===== config.mk =====
export PLATFORM = sky130hd
export DESIGN_NAME = prc_cell
export DESIGN_NICKNAME = d
export VERILOG_FILES = /design/src/hdl/prc_pkg.sv /design/src/hdl/prc_cell.sv
export SDC_FILE = /design/constraint.sdc
export NUM_CORES = 1
export LEC_CHECK = 0
export BUFFER_PORTS_ARGS = -buffer_cell sky130_fd_sc_hd__buf_4
export CAP_MARGIN = 20
export CORE_ASPECT_RATIO = 0.8
export CORE_MARGIN = 2
export CORE_UTILIZATION = 56
export CTS_BUF_LIST = sky130_fd_sc_hd__clkbuf_8
export CTS_CLUSTER_SIZE = 12
export DETAILED_ROUTE_END_ITERATION = 10
export GPL_TIMING_DRIVEN = 0
export PLACE_DENSITY = 0.83
export SLEW_MARGIN = 20
export SYNTH_ARGS = -nofsm -noshare
export SYNTH_HDL_FRONTEND = slang
export SYNTH_SLANG_ARGS = --single-unit

===== constraint.sdc =====
create_clock -name clk -period 3.4 [get_ports clk]
set_input_delay 0.68 -clock clk [delete_from_list [all_inputs] [get_ports clk]]
set_output_delay 0.68 -clock clk [all_outputs]
set_load 0.05 [all_outputs]

===== src/hdl/prc_pkg.sv =====
// Shared types, constants and match functions for the packet rule classifier.
`default_nettype none

package prc_pkg;

    localparam int RULES    = 16;
    localparam int ANY_TYPE = 65535;

    localparam int IDX_W = (RULES > 1) ? $clog2(RULES) : 1;
    localparam int CMP_W = (IDX_W > 4) ? IDX_W : 4;

    typedef logic [IDX_W-1:0] idx_t;
    typedef logic [CMP_W-1:0] cmp_t;

    localparam logic       CMD_WRITE    = 1'b0;
    localparam logic       CMD_CLASSIFY = 1'b1;

    localparam logic [1:0] SEL_SRC   = 2'd0;
    localparam logic [1:0] SEL_DST   = 2'd1;
    localparam logic [1:0] SEL_PORT  = 2'd2;
    localparam logic [1:0] SEL_FLAGS = 2'd3;

    localparam logic [1:0] PROTO_TCP  = 2'd0;
    localparam logic [1:0] PROTO_UDP  = 2'd1;
    localparam logic [1:0] PROTO_ICMP = 2'd2;
    localparam logic [1:0] PROTO_NONE = 2'd3;

    localparam int FLG_SRC_NEG   = 0;
    localparam int FLG_DST_NEG   = 1;
    localparam int FLG_SPORT_NEG = 2;
    localparam int FLG_DPORT_NEG = 3;
    localparam int FLG_IGNORE    = 4;
    localparam int FLG_PROTO_LO  = 5;
    localparam int FLG_VALID     = 7;

    typedef struct packed {
        logic        cmd;
        logic [3:0]  rule_index;
        logic [1:0]  word_select;
        logic [63:0] word_data;
        logic [1:0]  protocol;
        logic [31:0] src_addr;
        logic [31:0] dst_addr;
        logic [15:0] src_port;
        logic [15:0] dst_port;
    } item_t;

    typedef struct packed {
        logic       matched;
        logic       ignore;
        logic [3:0] hit_index;
    } verdict_t;

    typedef struct packed {
        logic     valid;
        item_t    item;
        verdict_t verdict;
    } stage_t;

    function automatic logic addr_covers(logic [63:0] word, logic [31:0] host);
        logic [31:0] a;
        logic [31:0] m;
        a = word[31:0];
        m = word[63:32];
        return (a == '0) || (host == '0) || (a == host) || (((host ^ a) & m) == '0);
    endfunction

    function automatic logic range_match(logic [15:0] lo, logic [15:0] hi, logic [15:0] p);
        logic r;
        if (lo == '0 && hi == '0)
        begin
            r = 1'b1;
        end
        else if (lo == hi)
        begin
            r = (p == lo);
        end
        else if (hi == '0)
        begin
            r = (p >= lo);
        end
        else if (lo == '0)
        begin
            r = (p <= hi);
        end
        else
        begin
            r = (p >= lo) && (p <= hi);
        end
        return r;
    endfunction

endpackage

`default_nettype wire


===== src/hdl/prc_cell.sv =====
// One rule cell: holds a rule, applies writes addressed to it, and checks passing headers.
`default_nettype none

module prc_cell (
    input  wire logic            clk,
    input  wire logic            rst_n,
    input  wire logic            advance,
    input  wire prc_pkg::idx_t   cell_id,
    input  wire prc_pkg::stage_t stage_in,
    output prc_pkg::stage_t      stage_out
);

    logic [63:0] src_word_reg;
    logic [63:0] dst_word_reg;
    logic [63:0] port_word_reg;
    logic [7:0]  flags_reg;
    logic        valid_reg;
    prc_pkg::item_t    item_reg;
    prc_pkg::verdict_t verdict_reg;
    prc_pkg::verdict_t verdict_next;

    logic        wr_hit;
    logic        rule_on;
    logic        src_ok;
    logic        dst_ok;
    logic        dport_ok;
    logic        sport_ok;
    logic        type_ok;
    logic        rule_ok;
    logic [15:0] icmp_type;

    assign wr_hit = stage_in.valid && (stage_in.item.cmd == prc_pkg::CMD_WRITE)
                 && (prc_pkg::cmp_t'(stage_in.item.rule_index) == prc_pkg::cmp_t'(cell_id));

    assign icmp_type = port_word_reg[47:32];

    always_comb
    begin
        rule_on  = flags_reg[prc_pkg::FLG_VALID]
                && (flags_reg[prc_pkg::FLG_PROTO_LO +: 2] == stage_in.item.protocol)
                && (stage_in.item.protocol != prc_pkg::PROTO_NONE)
                && (stage_in.item.cmd == prc_pkg::CMD_CLASSIFY)
                && !stage_in.verdict.matched;
        src_ok   = prc_pkg::addr_covers(src_word_reg, stage_in.item.src_addr)
                 ^ flags_reg[prc_pkg::FLG_SRC_NEG];
        dst_ok   = prc_pkg::addr_covers(dst_word_reg, stage_in.item.dst_addr)
                 ^ flags_reg[prc_pkg::FLG_DST_NEG];
        dport_ok = prc_pkg::range_match(port_word_reg[47:32], port_word_reg[63:48],
                                        stage_in.item.dst_port)
                 ^ flags_reg[prc_pkg::FLG_DPORT_NEG];
        sport_ok = prc_pkg::range_match(port_word_reg[15:0], port_word_reg[31:16],
                                        stage_in.item.src_port)
                 ^ flags_reg[prc_pkg::FLG_SPORT_NEG];
        type_ok  = ((icmp_type == 16'(prc_pkg::ANY_TYPE))
                   || (icmp_type == stage_in.item.dst_port))
                 ^ flags_reg[prc_pkg::FLG_DPORT_NEG];
        if (stage_in.item.protocol == prc_pkg::PROTO_ICMP)
        begin
            rule_ok = src_ok && dst_ok && type_ok;
        end
        else
        begin
            rule_ok = src_ok && dst_ok && dport_ok && sport_ok;
        end

        verdict_next = stage_in.verdict;
        if (rule_on && rule_ok)
        begin
            verdict_next.matched   = 1'b1;
            verdict_next.ignore    = flags_reg[prc_pkg::FLG_IGNORE];
            verdict_next.hit_index = 4'(cell_id);
        end
    end

    always_ff @(posedge clk or negedge rst_n)
    begin
        if (!rst_n)
        begin
            valid_reg <= 1'b0;
            flags_reg <= '0;
        end
        else if (advance)
        begin
            valid_reg <= stage_in.valid;
            if (wr_hit && stage_in.item.word_select == prc_pkg::SEL_FLAGS)
            begin
                flags_reg <= stage_in.item.word_data[7:0];
            end
        end
    end

    always_ff @(posedge clk)
    begin
        if (advance)
        begin
            item_reg    <= stage_in.item;
            verdict_reg <= verdict_next;
            if (wr_hit)
            begin
                unique case (stage_in.item.word_select)
                    prc_pkg::SEL_SRC:   src_word_reg  <= stage_in.item.word_data;
                    prc_pkg::SEL_DST:   dst_word_reg  <= stage_in.item.word_data;
                    prc_pkg::SEL_PORT:  port_word_reg <= stage_in.item.word_data;
                    prc_pkg::SEL_FLAGS: ;
                    default:            ;
                endcase
            end
        end
    end

    assign stage_out.valid   = valid_reg;
    assign stage_out.item    = item_reg;
    assign stage_out.verdict = verdict_reg;

endmodule

`default_nettype wire


Word level (Yosys, flattened, before mapping) --
Index checks and enable logic that the tools add are counted.
Word-level totals: word-level logic and storage cells 95, register bits after elaboration 376, output and inout bits 176
Operators by class: eq/ne operators 15, reduce and logical (&&, ||, !) cells 39, $lt $le $gt $ge 4, bitwise gates (word level) 10, multiplexer cells 10
Operators with widths (number):
- $logic_not 32->1 | 6
- $eq 16x16->1 | 5
- $and 32x32->32 | 2
- $eq 32x32->1 | 2
- $logic_not 16->1 | 4
- $xor 32x32->32 | 2
- $ge 16x16->1 | 2
- $le 16x16->1 | 2
- $eq 16x16->1 const B | 1
- $logic_and 1x1->1 | 16
- $mux 1 | 9
- $reduce_and 3->1 | 3
- $logic_or 1x1->1 | 7
- $eq 2x2->1 const B | 3
- $mux 5 | 1
- $xor 1x1->1 | 5
- $eq 4x4->1 | 1
- $eq 2x1->1 const B | 1
- $eq 2x2->1 | 1
- $logic_not 2->1 | 1
- $ne 2x2->1 const B | 1
- $reduce_and 2->1 | 1
- $logic_not 1->1 | 1
- $not 1->1 | 1

Logic depth before layout (Yosys ltp) --
word-level depth 12, depth in mapped cells 11, mapped depth without buffers 11

Least setup slack after synthesis --
Ideal clock, no wire load.
kind input port to flip-flop, start point in cell_id[0], end point reg src_word_reg[0], enable pin, library setup time 0.579 ns, buffers on the path 0, setup slack -3.236 ns, arrival 6.057 ns, stages 4, cell sequence xnor2_1 -> nand3_1 -> nor4_1 -> nor3b_1
Between the ends: longest elaborated chain between the ends 3
Ends and longest elaborated chain:
- start: declaration | line prc_cell.sv:8 | input wire prc_pkg::idx_t cell_id,
- $eq 4x4->1 | line prc_cell.sv:33 | && (prc_pkg::cmp_t'(stage_in.item.rule_index) == prc_pkg::cmp_t'(cell_id));
- $logic_and 1x1->1 | line prc_cell.sv:33
- $reduce_and 3->1 (no source line)
- end signal: assignment | line prc_cell.sv:101 | prc_pkg::SEL_SRC: src_word_reg <= stage_in.item.word_data;
- end: declaration | line prc_cell.sv:13 | logic [63:0] src_word_reg;
No other way between the ends. A chain may end at the register's enable or synchronous reset.

==> results.toml <==
[die]
core.rowCount = 53
die_y_um = 151
ios = 359
core_area_um2 = 26300
die_width_um = 187
initial_utilization_pct = 57.2
die_area_um2 = 28200

[sta]
fin_crit_sh_pct = 101
fmax_mhz = 292
slew_violations = 0
period_needed_ns = 3.42
hold_viol_final = 0
setup_viol = 3
clock_skew_ns = 0.0332
max_slew_margin_pct = 47.0
hold_ws_ns = 0.253
tightest_slew_ns = 0.793
setup_slack_ns = -0.0224

[cts]
cts_buffers = 56
clock_latency_ns = 0.62
path_clk_slew_ns = 0.07
clk_path_buf_depth = 3
clock-root-buffer = "clkbuf_8"
numClockSinks = 376
htreeDepth = 2
cts_tree = "built"

[detailed_routing]
vias = 10300
ant_nets = 0
drt-wirelength-per-cell_um = 25.1
drt_wl_total_mm = 43.9
dr.pass1.iters = 5
avgViaCountPerCell = 5.92
dr.first_iter.drc_count = 1191
drc_errors = 0

[worst_hold_path]
hp-class = "in2reg"
min_from = "stage_in[22]"
hold_depth = 1
whs_endpoint = "stage_out[22]"

[cells_and_area]
register_area_um2 = 11200
nNetsFinal = 1590
post-route-util_pct = 75.5
largest_register_ffs = 175
fin_cells = 1745
layout_common_cells = "buf_4, edfxtp_1, xor2_1"
syn_to_final_growth_pct = 32.0
antennaDiodeCount = 0
multiInputGateArea_um2 = 3770
final_common_cell = "buf_4"
nFillCells = 1518
drive_above_1_share_pct = 37.2

[worst_setup_path]
worstPathArrival_ns = 3.77
crit_slowest_cell = "edfxtp_1"
reg2reg_from = "port_word_reg[63]"
required_ns = 3.74
worstPathCellList = "inv_1 -> ha_1 -> nand4_1 -> o41ai_2 -> a311oi_2 -> a211oi_2 -> xor2_1 -> o21ai_2 -> a2111oi_4 -> buf_6 -> mux2_2"
worst_r2r_endpoint = "stage_out[1]"
r2r_slack_ns = -0.02
cp-end-kind = "flop"
path_class = "reg2reg"
startpoint_type = "flop"
worstRegToRegCells = 11
worstPathMaxFanout = 6
critPathMaxStageDelay_ns = 0.47

[yosys]
synth_edf_count = 367
async_flop_share_pct = 2.39
ys.flop_type = "edfxtp_1"
synth_area_um2 = 15100
synth.distinct_cells = 45
yosys_warnings = 0
syn-num-nets = 1135
synth_seq_cells = 376
ys_seq_area_share_pct = 74.7
syn_inst = 888
synth_area_per_cell_um2 = 17.0

[pwr]
cellPowerDensity_nw_per_um2 = 523
leakage_uw = 0.00784
irDropWorstVdd_mv = 0.368
p_total_uw = 10400

[job]
maxCapViolations = 0

[global_routing]
grt_first_pass_wirelength_mm = 61.0
antenna_found_initial = 0
grt_pass1_vias = 9761
overflow = 0
grt_max_degree = 107
grt.total_usage_pct = 30.1

[placement]
dp_cells = 1611
dp.final_hpwl_mm = 32.8
gp_congestion = 0.945
portBuffers = 358

[outcome]
violations = "setup timing"
outcome = "finished with violations"
[what timing repair did]
item / in CTS / in global routing
hold endpoints to repair: 9 / 0
gates cloned: 0 / 0
pin swaps: 3 / 18
gates resized for setup: 3 / 26
buffers inserted: 3 / 27
hold buffers: 1 / 0
endpoints found under the setup margin: 5 / 5
[per-stage QoR]
step / worst slack, ns / setup TNS (ns) / cell area [um2]
2_1_floorplan: 0.00278 / 0 / 15100
5_1_grt: -0.129 / -0.568 / 19900
3_3_place_gp: -2.22 / -369.66 / 18200
6_report: -0.0224 / -0.0536 / 19900
3_5_place_dp: -0.541 / -14.96 / 18400
4_1_cts: 0.000875 / 0 / 19500
[how the worst max path moves through the flow]
stage,slack (ns),start,to
2_1_floorplan,0.003,cell_id[2],src_word_reg[0]
4_1_cts,0.0009,port_word_reg[43],stage_out[3]
3_3_place_gp,-2.22,advance,src_word_reg[28]
5_1_grt,-0.13,port_word_reg[63],stage_out[1]
6_report,-0.02,port_word_reg[63],stage_out[1]
3_5_place_dp,-0.54,stage_in[21],stage_out[3]
[cell usage after synthesis (all sizes together) (2+ instances only)]
library cell  count  area share (%)
nand4            41             1.7
nand3            11            0.37
nand2            17            0.42
nor2              8            0.20
a22oi             5            0.25
xor2             84             4.9
nor2b             4            0.17
ha               64             5.3
inv              65             1.6
a2111o            2            0.15
a221oi           17            0.99
mux2             13            0.97
nor3              4            0.13
a211oi            2            0.13
xnor2            20             1.2
nor3b             2            0.10
o21ai            11            0.37
edfxtp          367              73
dfrtp             9             1.5
a2111oi           2            0.24
nor4             74             3.2
a22o             14            0.81
a21oi            28            0.93
and4              2            0.12
o211ai            4            0.20
nand2b            2           0.083
a21o              2            0.10
[worst max-delay path: cells and delay by family, from the launching register on]
| family | cells | cell delay [ns] |
|---|---|---|
| AOI/OAI and AO/OA | 5 | 1.27 |
| xor gates and xnor gates | 1 | 0.25 |
| adders and majority gates | 1 | 0.34 |
| buffers and inverters | 2 | 0.27 |
| DFF | 1 | 0.47 |
| muxes | 1 | 0.33 |
| and+or+nand+nor | 1 | 0.19 |
[layer usage]
layer | share of wire [%] | GRT usage (%)
met3 | 14 | 8.65
met1 | 38 | 42.3
met4 | 2.7 | 9.05
met5 | 0 | 0
met2 | 46 | 46.3
[area by class of cell]
class	count	share of cell area, %
inverter	65	1.23
sequential	376	56.6
tap	357	2.25
clock buffer	57	3.95
buffer	1	0.0378
clock inverter	46	1.52
multi-input combinational	446	19.0
timing repair buffer	397	15.4
[kinds of logic (layout without fill, tap and decap cells)]
family / Yosys count / after routing / synth area share (%)
AOI/OAI and AO/OA: 94 / 94 / 4.53
xor gates and xnor gates: 104 / 104 / 6.05
adders and majority gates: 64 / 64 / 5.32
buffers and inverters: 66 / 566 / 1.67
DFF: 376 / 376 / 74.7
muxes: 13 / 13 / 0.973
and+or+nand+nor: 171 / 171 / 6.74
[report_power, final]
group	internal, uW	switching (uW)	total [uW]
combinational	445	1000	1450
sequential	5290	59.2	5350
clock	1870	1730	3600
total	7600	2800	10400
No activity file was read; power rests on OpenSTA's default activity.
